### src/design/gda_pkg.sv
// Shared constants, types and calendar functions for the date arithmetic block.
package gda_pkg;

	// Default field widths
	localparam int YEAR_BITS_DEF   = 16;
	localparam int OFFSET_BITS_DEF = 21;
	localparam int DIFF_BITS       = 26;
	localparam int MONTH_BITS      = 4;
	localparam int DAY_BITS        = 5;

	// Calendar constants
	localparam int CYCLE_YEARS   = 400;
	localparam int CENTURY_YEARS = 100;
	localparam int CYCLE_DAYS    = 146097;
	localparam int CENT0_DAYS    = 36525;
	localparam int CENT_DAYS     = 36524;
	localparam int QUAD_DAYS     = 1461;
	localparam int LEAP_DAYS     = 366;
	localparam int YEAR_DAYS     = 365;
	localparam int QUAD_Q_BITS   = 5;

	// Month codes
	localparam logic [MONTH_BITS-1:0] MONTH_JAN = 4'd1;
	localparam logic [MONTH_BITS-1:0] MONTH_FEB = 4'd2;
	localparam logic [MONTH_BITS-1:0] MONTH_DEC = 4'd12;

	// Request codes
	localparam logic REQ_ADD  = 1'b0;
	localparam logic REQ_DIFF = 1'b1;

	typedef struct packed {
		logic idle;
		logic done;
	} gda_stat_t;

	typedef struct packed {
		logic month_error;
		logic range_error;
	} gda_flags_t;

	// Days in years 0 .. y-1, year 0 is a leap year (elaboration only)
	function automatic longint days_before_year(input longint y);
		return 365 * y + (y + 3) / 4 - (y + 99) / 100 + (y + 399) / 400;
	endfunction

	// Day of year (from 0) on which month m starts
	function automatic logic [8:0] month_start(input logic [MONTH_BITS-1:0] m, input logic leap);
		logic [8:0] base;
		unique case (m)
			4'd1:    base = 9'd0;
			4'd2:    base = 9'd31;
			4'd3:    base = 9'd59;
			4'd4:    base = 9'd90;
			4'd5:    base = 9'd120;
			4'd6:    base = 9'd151;
			4'd7:    base = 9'd181;
			4'd8:    base = 9'd212;
			4'd9:    base = 9'd243;
			4'd10:   base = 9'd273;
			4'd11:   base = 9'd304;
			4'd12:   base = 9'd334;
			default: base = 9'd0;
		endcase
		return base + 9'(leap && (m > MONTH_FEB));
	endfunction

endpackage

### src/design/gda_if.sv
// Request and result channel interfaces of the date arithmetic block.
interface gda_req_if import gda_pkg::*; #(
	parameter int YEAR_BITS   = YEAR_BITS_DEF,
	parameter int OFFSET_BITS = OFFSET_BITS_DEF
);
	logic                          valid;
	logic                          ready;
	logic                          req_type;
	logic [YEAR_BITS-1:0]          year_a;
	logic [MONTH_BITS-1:0]         month_a;
	logic [DAY_BITS-1:0]           day_a;
	logic [YEAR_BITS-1:0]          year_b;
	logic [MONTH_BITS-1:0]         month_b;
	logic [DAY_BITS-1:0]           day_b;
	logic signed [OFFSET_BITS-1:0] day_offset;

	modport source (
		output valid, req_type, year_a, month_a, day_a, year_b, month_b, day_b, day_offset,
		input  ready
	);
	modport sink (
		input  valid, req_type, year_a, month_a, day_a, year_b, month_b, day_b, day_offset,
		output ready
	);
endinterface

interface gda_res_if import gda_pkg::*; #(
	parameter int YEAR_BITS = YEAR_BITS_DEF
);
	logic                        valid;
	logic                        ready;
	logic [YEAR_BITS-1:0]        year_out;
	logic [MONTH_BITS-1:0]       month_out;
	logic [DAY_BITS-1:0]         day_out;
	logic signed [DIFF_BITS-1:0] day_difference;
	logic                        month_error;
	logic                        range_error;

	modport source (
		output valid, year_out, month_out, day_out, day_difference, month_error, range_error,
		input  ready
	);
	modport sink (
		input  valid, year_out, month_out, day_out, day_difference, month_error, range_error,
		output ready
	);
endinterface

### src/design/gda_addsub.sv
// Shared add/subtract unit with sign flag, used by every step of the sequencer.
module gda_addsub import gda_pkg::*; #(
	parameter int W = DIFF_BITS + 1
) (
	input  logic [W-1:0] a,
	input  logic [W-1:0] b,
	input  logic         sub,
	output logic [W-1:0] sum,
	output logic         neg
);

	// Two's complement add, invert and carry in for subtract
	assign sum = a + (b ^ {W{sub}}) + W'(sub);
	assign neg = sum[W-1];

endmodule

### src/design/gda_core.sv
// Sequencer and registers that drive the shared adder through day count and date steps.
module gda_core import gda_pkg::*; #(
	parameter int YEAR_BITS   = YEAR_BITS_DEF,
	parameter int OFFSET_BITS = OFFSET_BITS_DEF
) (
	input  logic                          clk,
	input  logic                          arst_n,
	input  logic                          start,
	input  logic                          req_type,
	input  logic [YEAR_BITS-1:0]          year_a,
	input  logic [MONTH_BITS-1:0]         month_a,
	input  logic [DAY_BITS-1:0]           day_a,
	input  logic [YEAR_BITS-1:0]          year_b,
	input  logic [MONTH_BITS-1:0]         month_b,
	input  logic [DAY_BITS-1:0]           day_b,
	input  logic signed [OFFSET_BITS-1:0] day_offset,
	input  logic                          take,
	output gda_stat_t                     stat,
	output logic [YEAR_BITS-1:0]          year_out,
	output logic [MONTH_BITS-1:0]         month_out,
	output logic [DAY_BITS-1:0]           day_out,
	output logic [DIFF_BITS-1:0]          day_difference,
	output gda_flags_t                    flags
);

	localparam int QW     = YEAR_BITS - 6;
	localparam int CW     = $clog2(QW > QUAD_Q_BITS ? QW : QUAD_Q_BITS);
	localparam int ACC_Y  = YEAR_BITS + 12;
	localparam int ACC_O  = OFFSET_BITS + 2;
	localparam int ACC_YO = ACC_Y > ACC_O ? ACC_Y : ACC_O;
	localparam int ACC_W  = ACC_YO > DIFF_BITS + 1 ? ACC_YO : DIFF_BITS + 1;

	localparam longint LIMIT  = days_before_year(longint'(1) << YEAR_BITS);
	localparam longint DIVY0  = longint'(CYCLE_YEARS) << (QW - 1);
	localparam longint DIVZ0  = longint'(CYCLE_DAYS) << (QW - 1);
	localparam longint DIVG0  = longint'(QUAD_DAYS) << (QUAD_Q_BITS - 1);

	typedef enum logic [17:0] {
		S_IDLE = 18'h00001,
		S_YDIV = 18'h00002,
		S_C365 = 18'h00004,
		S_C4   = 18'h00008,
		S_CQ1  = 18'h00010,
		S_CQ2  = 18'h00020,
		S_CSM  = 18'h00040,
		S_DEC  = 18'h00080,
		S_CHK  = 18'h00100,
		S_ZDIV = 18'h00200,
		S_CENT = 18'h00400,
		S_PRET = 18'h00800,
		S_GDIV = 18'h01000,
		S_YRS  = 18'h02000,
		S_FIXD = 18'h04000,
		S_YR1  = 18'h08000,
		S_YR2  = 18'h10000,
		S_DONE = 18'h20000
	} gda_state_t;

	gda_state_t              state_q;
	logic [ACC_W-1:0]        acc_q;
	logic [ACC_W-1:0]        rem_q;
	logic [ACC_W-1:0]        div_q;
	logic [QW-1:0]           quo_q;
	logic [QUAD_Q_BITS-1:0]  g_q;
	logic [1:0]              c_q;
	logic [1:0]              yi_q;
	logic [CW-1:0]           cnt_q;
	logic                    pass_q;
	logic                    req_q;
	logic [YEAR_BITS-1:0]    year_q;
	logic [MONTH_BITS-1:0]   mon_q;
	logic [DAY_BITS-1:0]     day_q;
	logic [YEAR_BITS-1:0]    yb_q;
	logic [MONTH_BITS-1:0]   mb_q;
	logic [DAY_BITS-1:0]     db_q;
	logic [YEAR_BITS-1:0]    year_out_q;
	logic [MONTH_BITS-1:0]   month_out_q;
	logic [DAY_BITS-1:0]     day_out_q;
	logic [DIFF_BITS-1:0]    diff_q;
	gda_flags_t              flags_q;

	logic [ACC_W-1:0]        op_a;
	logic [ACC_W-1:0]        op_b;
	logic                    op_sub;
	logic [ACC_W-1:0]        alu_sum;
	logic                    alu_neg;

	logic [8:0]              r9;
	logic                    leap_in;
	logic [1:0]              kcnt;
	logic [10:0]             small_pos;
	logic [ACC_W-1:0]        small_v;
	logic [8:0]              ncyc;
	logic [8:0]              doy;
	logic                    leap_out;
	logic [MONTH_BITS-1:0]   mon_sel;
	logic [8:0]              day_sel;
	logic                    ma_bad;
	logic                    mb_bad;

	// Shared arithmetic unit
	gda_addsub #(.W(ACC_W)) u_addsub (
		.a   (op_a),
		.b   (op_b),
		.sub (op_sub),
		.sum (alu_sum),
		.neg (alu_neg)
	);

	// Month and day term of a day count: r9 is the year modulo 400
	always_comb begin
		r9        = rem_q[8:0];
		leap_in   = (r9[1:0] == 2'b00) && (r9 != 9'd100) && (r9 != 9'd200) && (r9 != 9'd300);
		kcnt      = 2'(r9 > 9'd100) + 2'(r9 > 9'd200) + 2'(r9 > 9'd300);
		small_pos = 11'(month_start(mon_q, leap_in)) + 11'(day_q) + 11'(|year_q[1:0]);
		small_v   = ACC_W'(small_pos) - ACC_W'(kcnt);
		ncyc      = 9'(c_q * 7'd100) + {2'b00, g_q, 2'b00} + 9'(yi_q);
	end

	// Month and day from the day of year
	always_comb begin
		doy      = rem_q[8:0];
		leap_out = (yi_q == 2'd0) && ((c_q == 2'd0) || (g_q != '0));
		mon_sel  = MONTH_JAN;
		for (int j = 2; j <= 12; j++) begin
			if (doy >= month_start(MONTH_BITS'(j), leap_out)) begin
				mon_sel = MONTH_BITS'(j);
			end
		end
		day_sel = doy - month_start(mon_sel, leap_out) + 9'd1;
	end

	// Operand selection for the shared adder
	always_comb begin
		op_a   = acc_q;
		op_b   = '0;
		op_sub = 1'b0;
		unique case (state_q)
			S_YDIV, S_ZDIV, S_GDIV: begin
				op_a   = rem_q;
				op_b   = div_q;
				op_sub = 1'b1;
			end
			S_C365: begin
				op_b   = ACC_W'(year_q) * ACC_W'(YEAR_DAYS);
				op_sub = pass_q;
			end
			S_C4: begin
				op_b   = ACC_W'(year_q >> 2);
				op_sub = pass_q;
			end
			S_CQ1: begin
				op_b   = ACC_W'(quo_q);
				op_sub = !pass_q;
			end
			S_CQ2: begin
				op_b   = ACC_W'({quo_q, 1'b0});
				op_sub = !pass_q;
			end
			S_CSM: begin
				op_b   = small_v;
				op_sub = pass_q;
			end
			S_DEC: begin
				op_b   = ACC_W'(1);
				op_sub = 1'b1;
			end
			S_CHK: begin
				op_b   = ACC_W'(LIMIT);
				op_sub = 1'b1;
			end
			S_CENT: begin
				op_a   = rem_q;
				op_b   = (c_q == 2'd0) ? ACC_W'(CENT0_DAYS) : ACC_W'(CENT_DAYS);
				op_sub = 1'b1;
			end
			S_PRET: begin
				op_a   = rem_q;
				op_b   = ACC_W'(1);
			end
			S_YRS: begin
				op_a   = rem_q;
				op_b   = (yi_q == 2'd0) ? ACC_W'(LEAP_DAYS) : ACC_W'(YEAR_DAYS);
				op_sub = 1'b1;
			end
			S_FIXD: begin
				op_a   = rem_q;
				op_b   = ACC_W'(1);
				op_sub = 1'b1;
			end
			S_YR1: begin
				op_a   = '0;
				op_b   = ACC_W'(quo_q) * ACC_W'(CYCLE_YEARS);
			end
			S_YR2: begin
				op_b   = ACC_W'(ncyc);
			end
			default: begin
				op_a   = acc_q;
			end
		endcase
	end

	assign ma_bad = (month_a < MONTH_JAN) || (month_a > MONTH_DEC);
	assign mb_bad = (month_b < MONTH_JAN) || (month_b > MONTH_DEC);

	// Sequencer state
	always_ff @(posedge clk or negedge arst_n) begin
		if (!arst_n) begin
			state_q <= S_IDLE;
		end else begin
			unique case (state_q)
				S_IDLE: begin
					if (start) begin
						if (ma_bad || ((req_type == REQ_DIFF) && mb_bad)) begin
							state_q <= S_DONE;
						end else begin
							state_q <= S_YDIV;
						end
					end
				end
				S_YDIV: if (cnt_q == '0) state_q <= S_C365;
				S_C365: state_q <= S_C4;
				S_C4:   state_q <= S_CQ1;
				S_CQ1:  state_q <= S_CQ2;
				S_CQ2:  state_q <= S_CSM;
				S_CSM: begin
					if (req_q == REQ_ADD) begin
						state_q <= S_DEC;
					end else if (!pass_q) begin
						state_q <= S_YDIV;
					end else begin
						state_q <= S_DONE;
					end
				end
				S_DEC: state_q <= S_CHK;
				S_CHK: begin
					if (acc_q[ACC_W-1] || !alu_neg) begin
						state_q <= S_DONE;
					end else begin
						state_q <= S_ZDIV;
					end
				end
				S_ZDIV: if (cnt_q == '0) state_q <= S_CENT;
				S_CENT: if ((c_q == 2'd3) || alu_neg) state_q <= S_PRET;
				S_PRET: state_q <= S_GDIV;
				S_GDIV: if (cnt_q == '0) state_q <= S_YRS;
				S_YRS:  if ((yi_q == 2'd3) || alu_neg) state_q <= S_FIXD;
				S_FIXD: state_q <= S_YR1;
				S_YR1:  state_q <= S_YR2;
				S_YR2:  state_q <= S_DONE;
				S_DONE: if (take) state_q <= S_IDLE;
				default: state_q <= S_IDLE;
			endcase
		end
	end

	// Datapath registers
	always_ff @(posedge clk) begin
		unique case (state_q)
			S_IDLE: begin
				if (start) begin
					req_q       <= req_type;
					year_q      <= year_a;
					mon_q       <= month_a;
					day_q       <= day_a;
					yb_q        <= year_b;
					mb_q        <= month_b;
					db_q        <= day_b;
					pass_q      <= 1'b0;
					acc_q       <= (req_type == REQ_DIFF) ? '0 :
						{{(ACC_W-OFFSET_BITS){day_offset[OFFSET_BITS-1]}}, day_offset};
					rem_q       <= ACC_W'(year_a);
					div_q       <= ACC_W'(DIVY0);
					cnt_q       <= CW'(QW - 1);
					year_out_q  <= '0;
					month_out_q <= '0;
					day_out_q   <= '0;
					diff_q      <= '0;
					flags_q.month_error <= ma_bad || ((req_type == REQ_DIFF) && mb_bad);
					flags_q.range_error <= 1'b0;
				end
			end
			// Restoring division steps: keep the remainder when the trial stays non-negative
			S_YDIV, S_ZDIV, S_GDIV: begin
				if (!alu_neg) begin
					rem_q <= alu_sum;
				end
				div_q <= div_q >> 1;
				cnt_q <= cnt_q - CW'(1);
				if (state_q == S_GDIV) begin
					g_q <= {g_q[QUAD_Q_BITS-2:0], !alu_neg};
				end else begin
					quo_q <= {quo_q[QW-2:0], !alu_neg};
				end
				if (state_q == S_ZDIV) begin
					c_q <= 2'd0;
				end
			end
			S_C365, S_C4, S_CQ1, S_CQ2, S_DEC, S_YR1: begin
				acc_q <= alu_sum;
			end
			S_CSM: begin
				acc_q <= alu_sum;
				if ((req_q == REQ_DIFF) && !pass_q) begin
					pass_q <= 1'b1;
					year_q <= yb_q;
					mon_q  <= mb_q;
					day_q  <= db_q;
					rem_q  <= ACC_W'(yb_q);
					div_q  <= ACC_W'(DIVY0);
					cnt_q  <= CW'(QW - 1);
				end else if (req_q == REQ_DIFF) begin
					diff_q <= alu_sum[DIFF_BITS-1:0];
				end
			end
			S_CHK: begin
				if (acc_q[ACC_W-1] || !alu_neg) begin
					flags_q.range_error <= 1'b1;
				end
				rem_q <= acc_q;
				div_q <= ACC_W'(DIVZ0);
				cnt_q <= CW'(QW - 1);
			end
			S_CENT: begin
				if ((c_q != 2'd3) && !alu_neg) begin
					rem_q <= alu_sum;
					c_q   <= c_q + 2'd1;
				end
			end
			// Later centuries start one day short: shift them onto a leap start
			S_PRET: begin
				if (c_q != 2'd0) begin
					rem_q <= alu_sum;
				end
				div_q <= ACC_W'(DIVG0);
				cnt_q <= CW'(QUAD_Q_BITS - 1);
				yi_q  <= 2'd0;
			end
			S_YRS: begin
				if ((yi_q != 2'd3) && !alu_neg) begin
					rem_q <= alu_sum;
					yi_q  <= yi_q + 2'd1;
				end
			end
			// Undo the shift inside the first year of a later century
			S_FIXD: begin
				if ((c_q != 2'd0) && (g_q == '0) && (yi_q == 2'd0)) begin
					rem_q <= alu_sum;
				end
			end
			S_YR2: begin
				year_out_q  <= alu_sum[YEAR_BITS-1:0];
				month_out_q <= mon_sel;
				day_out_q   <= day_sel[DAY_BITS-1:0];
			end
			default: begin
				acc_q <= acc_q;
			end
		endcase
	end

	assign stat.idle      = (state_q == S_IDLE);
	assign stat.done      = (state_q == S_DONE);
	assign year_out       = year_out_q;
	assign month_out      = month_out_q;
	assign day_out        = day_out_q;
	assign day_difference = diff_q;
	assign flags          = flags_q;

endmodule

### src/design/gregorian_date_arithmetic_top.sv
// One request is worked at a time through the shared adder in the sequencer; for YEAR_BITS = Y,
// two of its divisions by shift and subtract take Y - 6 steps each, and a bad month skips them.
// The next request is taken while a result beat waits in the output register.
// Reset (arst_n low, asynchronous) returns the sequencer to idle and empties the output.
module gregorian_date_arithmetic_top import gda_pkg::*; #(
	parameter int YEAR_BITS   = YEAR_BITS_DEF,
	parameter int OFFSET_BITS = OFFSET_BITS_DEF
) (
	input logic     clk,
	input logic     arst_n,
	gda_req_if.sink req,
	gda_res_if.source res
);

	gda_stat_t             stat;
	gda_flags_t            flags;
	logic                  start;
	logic                  load;
	logic                  out_valid_q;
	logic [YEAR_BITS-1:0]  year_c;
	logic [MONTH_BITS-1:0] month_c;
	logic [DAY_BITS-1:0]   day_c;
	logic [DIFF_BITS-1:0]  diff_c;
	logic [YEAR_BITS-1:0]  year_q;
	logic [MONTH_BITS-1:0] month_q;
	logic [DAY_BITS-1:0]   day_q;
	logic [DIFF_BITS-1:0]  diff_q;
	gda_flags_t            flags_q;

	// Take a request beat only while the sequencer is idle
	assign req.ready = stat.idle;
	assign start     = req.valid && stat.idle;

	gda_core #(
		.YEAR_BITS   (YEAR_BITS),
		.OFFSET_BITS (OFFSET_BITS)
	) u_core (
		.clk            (clk),
		.arst_n         (arst_n),
		.start          (start),
		.req_type       (req.req_type),
		.year_a         (req.year_a),
		.month_a        (req.month_a),
		.day_a          (req.day_a),
		.year_b         (req.year_b),
		.month_b        (req.month_b),
		.day_b          (req.day_b),
		.day_offset     (req.day_offset),
		.take           (load),
		.stat           (stat),
		.year_out       (year_c),
		.month_out      (month_c),
		.day_out        (day_c),
		.day_difference (diff_c),
		.flags          (flags)
	);

	// Move a finished result into the output register when it is free
	assign load = stat.done && (!out_valid_q || res.ready);

	always_ff @(posedge clk or negedge arst_n) begin
		if (!arst_n) begin
			out_valid_q <= 1'b0;
		end else if (load) begin
			out_valid_q <= 1'b1;
		end else if (res.ready) begin
			out_valid_q <= 1'b0;
		end
	end

	// Hold the result beat payload
	always_ff @(posedge clk) begin
		if (load) begin
			year_q  <= year_c;
			month_q <= month_c;
			day_q   <= day_c;
			diff_q  <= diff_c;
			flags_q <= flags;
		end
	end

	assign res.valid          = out_valid_q;
	assign res.year_out       = year_q;
	assign res.month_out      = month_q;
	assign res.day_out        = day_q;
	assign res.day_difference = diff_q;
	assign res.month_error    = flags_q.month_error;
	assign res.range_error    = flags_q.range_error;

endmodule

### src/flat_wrapper.sv
// flat-port wrapper written by rule: the top's interface ports become plain ports
module gregorian_date_arithmetic_top_flat import gda_pkg::*;
#(
	parameter int YEAR_BITS   = YEAR_BITS_DEF,
	parameter int OFFSET_BITS = OFFSET_BITS_DEF
)
  (clk, arst_n, req_valid, req_req_type, req_year_a, req_month_a, req_day_a, req_year_b, req_month_b, req_day_b, req_day_offset, req_ready, res_valid, res_year_out, res_month_out, res_day_out, res_day_difference, res_month_error, res_range_error, res_ready);
  gda_req_if #(.YEAR_BITS(YEAR_BITS), .OFFSET_BITS(OFFSET_BITS)) req_i ();
  gda_res_if #(.YEAR_BITS(YEAR_BITS)) res_i ();
  input logic clk;
  input logic arst_n;
  input wire logic [$bits(req_i.valid)-1:0] req_valid;
  input wire logic [$bits(req_i.req_type)-1:0] req_req_type;
  input wire logic [$bits(req_i.year_a)-1:0] req_year_a;
  input wire logic [$bits(req_i.month_a)-1:0] req_month_a;
  input wire logic [$bits(req_i.day_a)-1:0] req_day_a;
  input wire logic [$bits(req_i.year_b)-1:0] req_year_b;
  input wire logic [$bits(req_i.month_b)-1:0] req_month_b;
  input wire logic [$bits(req_i.day_b)-1:0] req_day_b;
  input wire logic [$bits(req_i.day_offset)-1:0] req_day_offset;
  output wire logic [$bits(req_i.ready)-1:0] req_ready;
  output wire logic [$bits(res_i.valid)-1:0] res_valid;
  output wire logic [$bits(res_i.year_out)-1:0] res_year_out;
  output wire logic [$bits(res_i.month_out)-1:0] res_month_out;
  output wire logic [$bits(res_i.day_out)-1:0] res_day_out;
  output wire logic [$bits(res_i.day_difference)-1:0] res_day_difference;
  output wire logic [$bits(res_i.month_error)-1:0] res_month_error;
  output wire logic [$bits(res_i.range_error)-1:0] res_range_error;
  input wire logic [$bits(res_i.ready)-1:0] res_ready;
  assign req_i.valid = req_valid;
  assign req_i.req_type = req_req_type;
  assign req_i.year_a = req_year_a;
  assign req_i.month_a = req_month_a;
  assign req_i.day_a = req_day_a;
  assign req_i.year_b = req_year_b;
  assign req_i.month_b = req_month_b;
  assign req_i.day_b = req_day_b;
  assign req_i.day_offset = req_day_offset;
  assign req_ready = req_i.ready;
  assign res_valid = res_i.valid;
  assign res_year_out = res_i.year_out;
  assign res_month_out = res_i.month_out;
  assign res_day_out = res_i.day_out;
  assign res_day_difference = res_i.day_difference;
  assign res_month_error = res_i.month_error;
  assign res_range_error = res_i.range_error;
  assign res_i.ready = res_ready;
  gregorian_date_arithmetic_top #(.YEAR_BITS(YEAR_BITS), .OFFSET_BITS(OFFSET_BITS)) u_core (.clk(clk), .arst_n(arst_n), .req(req_i), .res(res_i));
endmodule
### config.mk
export PLATFORM = sky130hd
export DESIGN_NAME = gregorian_date_arithmetic_top_flat
export DESIGN_NICKNAME = d
export VERILOG_FILES = /design/src/design/gda_pkg.sv /design/src/design/gda_if.sv /design/src/design/gda_addsub.sv /design/src/design/gda_core.sv /design/src/design/gregorian_date_arithmetic_top.sv /design/src/flat_wrapper.sv
export SDC_FILE = /design/constraint.sdc
export NUM_CORES = 1
export LEC_CHECK = 0
export BUFFER_PORTS_ARGS = -buffer_cell sky130_fd_sc_hd__buf_2
export CORE_UTILIZATION = 65
export DETAILED_ROUTE_END_ITERATION = 10
export HOLD_SLACK_MARGIN = 0.1
export PLACE_DENSITY_LB_ADDON = 0.1
export SLEW_MARGIN = 15
export SYNTH_ARGS = -nofsm -noshare
export SYNTH_HDL_FRONTEND = slang
export SYNTH_SLANG_ARGS = --single-unit
### constraint.sdc
create_clock -name clk -period 24.8 [get_ports clk]
set_input_delay 2.48 -clock clk [delete_from_list [all_inputs] [get_ports clk]]
set_output_delay 2.48 -clock clk [all_outputs]
set_load 0.02 [all_outputs]
==> results of run 1 <==
stage by stage:
stage	util, %	cells	cell area (µm²)	hold slack (ps)
global route	73.1	2425	21800	422
CTS	73.1	2425	21800	415
finish	73.1	2425	21800	413
global placement	70.0	2370	20800	401
detailed placement	70.0	2370	20800	405
floorplan	-	1905	19800	400
state kept, by name, summed over array words and instances, names as in the netlist, 16 cells and up, named ones only:
signal / cells
u_core.u_core.acc_q: 28
u_core.u_core.rem_q: 28
u_core.u_core.div_q: 27
u_core.res.day_difference: 26
u_core.u_core.day_difference: 26
u_core.u_core.state_q: 18
u_core.res.year_out: 16
u_core.u_core.yb_q: 16
u_core.u_core.year_out: 16
u_core.u_core.year_q: 16
layout make-up:
cell class | instances | area [µm²]
timing repair buffer | 153 | 823
sequential | 292 | 8580
multi-input combinational | 1336 | 10200
fill | 2122 | 8030
clock buffer | 38 | 802
tap | 390 | 488
inverter | 199 | 747
clock inverter | 17 | 123
metal layers:
metal | part of all wire (%) | wire length (µm) | track usage, % | vias up
met4 | 5.5 | 3230 | 19.3 | 2
met5 | 0.029 | 17 | 0 | -
met3 | 11 | 6130 | 6.35 | 155
met2 | 45 | 26300 | 59.1 | 945
li1 | - | - | - | 7070
met1 | 39 | 22700 | 50.9 | 7533
Yosys cell counts (10+ instances only):
cell	count
edfxtp_1	264
inv_1	196
nand2_1	173
ha_1	170
nor2_1	160
a21oi_1	97
o21ai_0	92
fa_1	66
xnor2_1	60
clkbuf_1	54
xor2_1	42
a21o_1	39
nand3_1	32
a221oi_1	25
nand3b_1	25
a32o_1	22
nand4_1	20
and2_1	19
a31oi_1	18
dfrtp_1	18
nand2b_1	18
nor2b_1	17
nor3_1	17
nor4_1	17
a211oi_1	16
and3_1	15
buf_2	14
a22oi_1	13
o21a_1	11
buf_1	10
o211ai_1	10
o21bai_1	10
kinds of logic after synthesis:
| group | count (synthesis) |
|---|---|
| mux | 12 |
| fa+ha+maj | 236 |
| simple gates | 557 |
| buf+inv | 277 |
| xor+xnor | 102 |
| compound gates | 429 |
| flops | 292 |
how the worst max path moves through the flow:
stage / startpoint / endpoint / cells after the start
CTS: u_core.u_core.rem_q[6]$_DFFE_PP_ / u_core.u_core.rem_q[23]$_DFFE_PP_ / 34
global placement: u_core.u_core.year_q[4]$_DFFE_PP_ / u_core.u_core.rem_q[16]$_DFFE_PP_ / 31
detailed placement: u_core.u_core.year_q[5]$_DFFE_PP_ / u_core.u_core.rem_q[18]$_DFFE_PP_ / 29
finish: u_core.u_core.year_q[5]$_DFFE_PP_ / u_core.u_core.rem_q[19]$_DFFE_PP_ / 29
floorplan: u_core.u_core.year_q[4]$_DFFE_PP_ / u_core.u_core.rem_q[0]$_DFFE_PP_ / 32
global route: u_core.u_core.rem_q[6]$_DFFE_PP_ / u_core.u_core.rem_q[3]$_DFFE_PP_ / 33
critical path: cells and delay by family (launching register included):
kind / cells / cell delay, ps
AOI/OAI and AO/OA: 15 / 3560
adders and majority gates: 6 / 2670
buffers and inverters: 3 / 560
and+or+nand+nor: 3 / 990
DFF: 1 / 440
xor gates and xnor gates: 2 / 910
==> qor.txt, run 1 <==
Worst slew pin tran: 1270 ps
Antenna Cells: 0
Number of buffers created by CTS: 30
WHS Endpoint: u_core.res.year_out[6]$_DFFE_PP_
Layout cells sized above 1: 11.7%
R2r setup slk: 15280 ps
Die area: 31100 µm²
Syn_area_per_cell: 10.4 µm²
Final Skew: 14.8 ps
Post-DP HPWL: 43200 µm
CP Capture Type: register
CTS sink cnt: 292
#FFs+latches synth: 292
TritonCTS clock tree: built
Clock Tree Root: clkbuf_16
Number of routed nets with antenna violations: 0
Final hold viol count: 0
Worst EP required: 25000 ps
Worst R2R Start: u_core.u_core.year_q[5]$_DFFE_PP_
Vias in the first global route: 15578
Slowest cell on crit path: a2111oi_0
Post-Synth XOR/XNOR Area: 4.52%
H-tree depth: 1
IO Port Bufs: 130
# Post-CTS Setup Buffers: 0
R2R depth: 29
Total GRT Usage: 37.8%
Nets: 2324
Largest family of logic cells by synthesized area: adder cells
Avg WL per Cell: 24.1 µm
Final setup fails: 0
Max FO, Critical Path: 28
Max incr delay on CP: 830 ps
Post-synth EDFFs: 264
PostCTS Resize Cnt: 0
Hold Path Class: reg2reg
Fmax: 0.105 GHz
Final Wtd Congestion: 1.02
Via Count: 15705
Cell taking the most area after synthesis: edfxtp_1
Number of detailed-route iterations in the first pass: 6
Die Wd: 176 µm
Slack of the critical path: 15280 ps
Max_cap viols: 0
Initial DRC count: 2066
Dpl ws: 15430 ps
Outcome: finished clean
RSZ-0062 raised after global routing: no
Syn Std Cell Area: 19800 µm²
Multiplexer share of the synthesized area: 0.632%
Predominant post-synthesis flop cell: edfxtp_1
Die height: 176 µm
Compound-gate portion of the synthesized area: 14.8%
CP Launch Type: register
First-pass GRT wire length: 88400 µm
Final WL: 58300 µm
Post-Syn Nets: 2217
Initial Utilization: 66.4%
Minimum clock period: 9520 ps
Hold path cells: 0
Worst-path clk slew: 70 ps
Row count: 63
Clock Latency Late Sink: 570 ps
Initial antenna violation count: 1
Fin. max-slew vios: 0
Synth Area in Adders: 17.4%
CP Class: reg2reg
Area Growth Syn to Fin: 10.0%
Total gr overflow: 0
Most common cell after layout, fill and taps aside: edfxtp_1
Mapped Cells: 1905
Crit path arrival time: 9730 ps
HP Start: u_core.u_core.year_out[6]$_SDFFCE_PN0P_
Netlist cell types: 82
Post-Synth Simple-Gate Area: 13.9%
Slew headroom: 14.3%
Synth top area share: 40.1%
Register area share after synthesis: 43.4%
Total core area: 29800 µm²
Setup TNS: 0 ps
Crit share post-route: 38.4%
Via density: 6.48
Synth Warn #: 0
Commonest non-fill, non-tap cells in the layout: 264 x edfxtp_1, 196 x inv_1, 173 x nand2_1
DRC Markers: 0
Clk buf depth: 3
Cts hold-fix bufs: 0
Top Ports: 131
FF-to-FF End: u_core.u_core.rem_q[19]$_DFFE_PP_
Post-synth ARST share: 6.51%
Main area contributors after synthesis: edfxtp_1 40%, ha_1 11%, fa_1 6.7%
Largest net degree at the start of global routing: 54
Power of run 1 is left out: the tool's default activity adds up to more than one toggle a clock period on the data nets, which glitch-free logic cannot reach.
==> run 2, diff against run 1 <==
Settings changed: CORE_UTILIZATION 65 to 62.
Clock period 24.8 ns to 9.9 ns, I/O delays scaled along.
==> qor.txt, run 2 (same netlist as run 1, synthesis figures left out) <==
R2R depth: 33 (+14%)
Area Growth Syn to Fin: 11.0%
Worst EP required: 10340 ps (-14660 ps)
Regs by FF count: u_core.u_core.acc_q: 28 flops, u_core.u_core.rem_q: 28 flops, u_core.u_core.div_q: 27 flops
Number of detailed-route iterations in the first pass: 8 (+2)
# Post-CTS Setup Buffers: 0 (unchanged)
Fin. max-slew vios: 0 (unchanged)
Max_cap viols: 0 (unchanged)
Crit share post-route: 89.6% (+51 points)
First-pass GRT wire length: 87300 µm (-1.3%)
FF-to-FF End: u_core.u_core.rem_q[26]$_DFFE_PP_
RSZ-0062 raised after global routing: no
CP bufs+invs: 2 (-1)
Via Count: 15671 (-0.22%)
# fillers: 2390 (+13%)
Final Wtd Congestion: 0.982 (-4.0%)
Max FO, Critical Path: 17 (-39%)
IO Port Bufs: 130 (unchanged)
H-tree depth: 1 (unchanged)
Outcome: finished clean
Layout cells sized above 1: 12.3% (+0.60 points)
Slew headroom: 10.6% (-3.6 points)
Worst slew pin tran: 1330 ps (+53.7 ps)
Final Skew: 37.5 ps (+22.7 ps)
Initial Utilization: 62.9% (-3.5 points)
Avg WL per Cell: 23.6 µm (-2.0%)
Row count: 65 (+3.2%)
Total gr overflow: 0 (unchanged)
Via density: 6.41 (-1.0%)
DP Area: 20900 µm² (+0.34%)
Max incr delay on CP: 710 ps (-120 ps)
Hold Path Class: in2async
Top Ports: 131 (unchanged)
Largest net degree at the start of global routing: 54 (unchanged)
Total GRT Usage: 35.3% (-2.5 points)
Die Wd: 181 µm (+2.4%)
Die area: 32600 µm² (+4.8%)
CTS sink cnt: 292 (unchanged)
CP most frequent cell: o21ai_0
Post-DP HPWL: 42800 µm (-0.75%)
TritonCTS clock tree: built
Crit path arrival time: 9300 ps (-430 ps)
Final instance area: 22000 µm² (+0.83%)
Commonest non-fill, non-tap cells in the layout: 264 x edfxtp_1, 196 x inv_1, 173 x nand2_1
Clock Latency Late Sink: 600 ps (+30 ps)
CP Launch Type: register
Total core area: 31500 µm² (+5.6%)
Fmax: 0.113 GHz (+7.4%)
Most common cell after layout, fill and taps aside: edfxtp_1
Nets: 2331 (+0.30%)
Final WL: 57600 µm (-1.2%)
CP Class: reg2reg
DRC Markers: 0 (unchanged)
R2r setup slk: 1030 ps (-14240 ps)
PostCTS Resize Cnt: 0 (unchanged)
Number of buffers created by CTS: 30 (unchanged)
Cts hold-fix bufs: 0 (unchanged)
Final setup fails: 0 (unchanged)
Final hold viol count: 0 (unchanged)
CP Capture Type: register
Number of routed nets with antenna violations: 0 (unchanged)
Vias in the first global route: 15132 (-2.9%)
CP top delay family: compound AO/OA/AOI/OAI gates
Clock Tree Root: clkbuf_16
Worst R2R Start: u_core.u_core.rem_q[6]$_DFFE_PP_
Initial antenna violation count: 1 (unchanged)
Clk buf depth: 3 (unchanged)
Slowest cell on crit path: a2111oi_0
Worst-path clk slew: 70 ps (about the same)
Die height: 181 µm (+2.4%)
Final design utilization: 69.7% (-3.3 points)
Setup TNS: 0 ps (unchanged)
Minimum clock period: 8870 ps (-657 ps)
Initial DRC count: 1863 (-9.8%)
[run 2: cell types whose count changed in the layout (fill, tap and decap cells not counted), moves of 2 or more]
cell | previous run | this run
buf_4 | 23 | 28
bufinv_16 | 1 | 4
clkbuf_1 | 7 | 5
clkinv_1 | 9 | 5
clkinv_2 | 3 | 7
clkinv_4 | 2 | 0
clkinvlp_4 | 1 | 4
inv_6 | 3 | 1
[run 2: metal layers]
layer  wire length, µm  global-route usage (%)
met1             23400                    48.4
met2             25900                    55.5
met3              5370                    5.94
met4              2900                    15.1
met5                 0                       0
[run 2: area by class of cell]
class / instances / area (µm²) / share of cell area (%)
multi-input combinational: 1336 / 10200 / 46.5
sequential: 292 / 8580 / 39.1
timing repair buffer: 160 / 908 / 4.14
clock buffer: 35 / 769 / 3.51
inverter: 199 / 747 / 3.40
tap: 402 / 503 / 2.29
clock inverter: 20 / 235 / 1.07
antenna: 1 / 2.50 / 0.0114
[run 2: metrics by stage]
step           hold WS (ps)  setup slack, ps  std cells
6_report                347             1030       2445
5_1_grt                 379              483       2444
4_1_cts                 350             1160       2443
3_5_place_dp            405             1210       2388
3_3_place_gp            400             1400       2388
2_1_floorplan           400              269       1905
[run 2: worst max-delay path by stage]
stage / start / endpoint / cells after the start
2_1_floorplan: u_core.u_core.year_q[4]$_DFFE_PP_ / u_core.u_core.rem_q[0]$_DFFE_PP_ / 32
4_1_cts: u_core.u_core.rem_q[6]$_DFFE_PP_ / u_core.u_core.rem_q[26]$_DFFE_PP_ / 33
3_3_place_gp: u_core.u_core.year_q[4]$_DFFE_PP_ / u_core.u_core.rem_q[17]$_DFFE_PP_ / 34
6_report: u_core.u_core.rem_q[6]$_DFFE_PP_ / u_core.u_core.rem_q[26]$_DFFE_PP_ / 33
3_5_place_dp: u_core.u_core.year_q[5]$_DFFE_PP_ / u_core.u_core.rem_q[18]$_DFFE_PP_ / 32
5_1_grt: u_core.u_core.rem_q[6]$_DFFE_PP_ / u_core.u_core.rem_q[26]$_DFFE_PP_ / 33
Power of run 2 is left out for the same reason.
==> run 3, diff against run 2 <==
Settings changed: CORE_UTILIZATION 62 to 60.
==> qor.txt, run 3 (same netlist as run 1, synthesis figures left out) <==
# Post-CTS Setup Buffers: 0 (unchanged)
Hold Path Class: in2async
TritonCTS clock tree: built
Worst R2R Start: u_core.u_core.year_q[5]$_DFFE_PP_
IO Port Bufs: 130 (unchanged)
Final hold viol count: 0 (unchanged)
R2r setup slk: 930 ps (-100 ps)
Outcome: finished clean
Max_cap viols: 0 (unchanged)
Post-DP HPWL: 43800 µm (+2.3%)
Worst-path clk slew: 70 ps (about the same)
Clock Latency Late Sink: 580 ps (-20 ps)
Minimum clock period: 8970 ps (+101 ps)
Die Wd: 184 µm (+1.6%)
Initial DRC count: 1865 (+0.11%)
Largest net degree at the start of global routing: 54 (unchanged)
Clock Tree Root: clkbuf_16
Fin. max-slew vios: 0 (unchanged)
PostCTS Resize Cnt: 0 (unchanged)
Clk buf depth: 3 (unchanged)
Non-filler instance count after layout: 2488 (+1.8%)
Worst slew pin tran: 1160 ps (-169 ps)
Via density: 6.30 (-1.7%)
Regs by FF count: u_core.u_core.acc_q: 28 flops, u_core.u_core.rem_q: 28 flops, u_core.u_core.div_q: 27 flops
Top Ports: 131 (unchanged)
Worst EP required: 10120 ps (-220 ps)
Total GRT Usage: 34.7% (-0.61 points)
Number of buffers created by CTS: 31 (+3.3%)
Die height: 184 µm (+1.6%)
Row count: 66 (+1.5%)
Area Growth Syn to Fin: 10.9% (about the same)
Slew headroom: 22.8% (+12 points)
Total core area: 32500 µm² (+3.1%)
First-pass GRT wire length: 88300 µm (+1.1%)
Via Count: 15672 (+0.0064%)
Initial antenna violation count: 3 (+2)
Final Skew: 17.3 ps (-20.2 ps)
Crit path arrival time: 9180 ps (-120 ps)
CP Launch Type: register
Vias in the first global route: 15101 (-0.20%)
Cts hold-fix bufs: 0 (unchanged)
Total gr overflow: 0 (unchanged)
Max FO, Critical Path: 28 (+11)
CP Capture Type: register
H-tree depth: 1 (unchanged)
Inst Count DP: 2427 (+1.6%)
CTS sink cnt: 292 (unchanged)
Commonest non-fill, non-tap cells in the layout: 264 x edfxtp_1, 196 x inv_1, 173 x nand2_1
Fmax: 0.112 GHz (-1.1%)
Layout cells sized above 1: 12.0% (-0.35 points)
Crit share post-route: 90.6% (+1.0 points)
RSZ-0062 raised after global routing: no
Final WL: 57900 µm (+0.58%)
FF-to-FF End: u_core.u_core.rem_q[26]$_DFFE_PP_
Max incr delay on CP: 630 ps (-80 ps)
Most common cell after layout, fill and taps aside: edfxtp_1
Nets: 2330 (-0.043%)
Slowest cell on crit path: or4b_2
DRC Markers: 0 (unchanged)
Final setup fails: 0 (unchanged)
CP top delay family: compound AO/OA/AOI/OAI gates
CP bufs+invs: 4 (+2)
CP Class: reg2reg
Number of detailed-route iterations in the first pass: 6 (-2)
Setup TNS: 0 ps (unchanged)
Avg WL per Cell: 23.3 µm (-1.2%)
Final Wtd Congestion: 1.03 (+4.5%)
Number of routed nets with antenna violations: 0 (unchanged)
R2R depth: 31 (-6.1%)
Initial Utilization: 61.0% (-1.9 points)
Die area: 33700 µm² (+3.3%)
==> run 3: how the worst max path moves through the flow <==
stage / start / end / cells after the start / slack (ps)
after floorplan: u_core.u_core.year_q[4]$_DFFE_PP_ / u_core.u_core.rem_q[0]$_DFFE_PP_ / 32 / 270
after global placement: u_core.u_core.year_q[4]$_DFFE_PP_ / u_core.u_core.rem_q[16]$_DFFE_PP_ / 33 / 1300
after detailed placement: u_core.u_core.year_q[5]$_DFFE_PP_ / u_core.u_core.rem_q[16]$_DFFE_PP_ / 31 / 1070
after CTS: u_core.u_core.year_q[5]$_DFFE_PP_ / u_core.u_core.rem_q[24]$_DFFE_PP_ / 31 / 1040
after global routing: u_core.u_core.rem_q[6]$_DFFE_PP_ / u_core.u_core.rem_q[21]$_DFFE_PP_ / 35 / 360
final: u_core.u_core.year_q[5]$_DFFE_PP_ / u_core.u_core.rem_q[26]$_DFFE_PP_ / 31 / 930
==> run 3: cell type report <==
type / instances / area, µm²
Antenna cell: 3 / 7.51
Sequential cell: 292 / 8580
Multi-Input combinational cell: 1336 / 10200
Clock inverter: 14 / 165
Fill cell: 2520 / 10500
Timing Repair Buffer: 158 / 861
Tap cell: 442 / 553
Inverter: 199 / 747
Clock buffer: 44 / 825
==> run 3: per-stage QoR <==
step / util, % / hold slack [ps] / setup WS [ps] / instance area (µm²)
floorplan: - / 400 / 269 / 19800
global placement: 64.5 / 401 / 1300 / 20900
detailed placement: 64.6 / 405 / 1070 / 21000
CTS: 67.6 / 378 / 1040 / 21900
global route: 67.6 / 408 / 357 / 21900
finish: 67.6 / 389 / 933 / 21900
==> run 3: worst reg2reg max path, delay by kind of cell, from the launching register on <==
kind	cells	cell delay [ps]
and+or+nand+nor	2	850
DFF	1	440
xor gates and xnor gates	2	490
buffers and inverters	4	700
AOI/OAI and AO/OA	17	3380
adders and majority gates	6	2710
==> run 3: layer usage <==
metal | track usage [%] | vias up | wire length (µm)
li1 | - | 7081 | -
met1 | 48.7 | 7565 | 24300
met2 | 53.2 | 861 | 25600
met3 | 6.54 | 165 | 5540
met4 | 13.5 | 0 | 2450
met5 | 0 | - | 0
Power of run 3 is left out for the same reason.
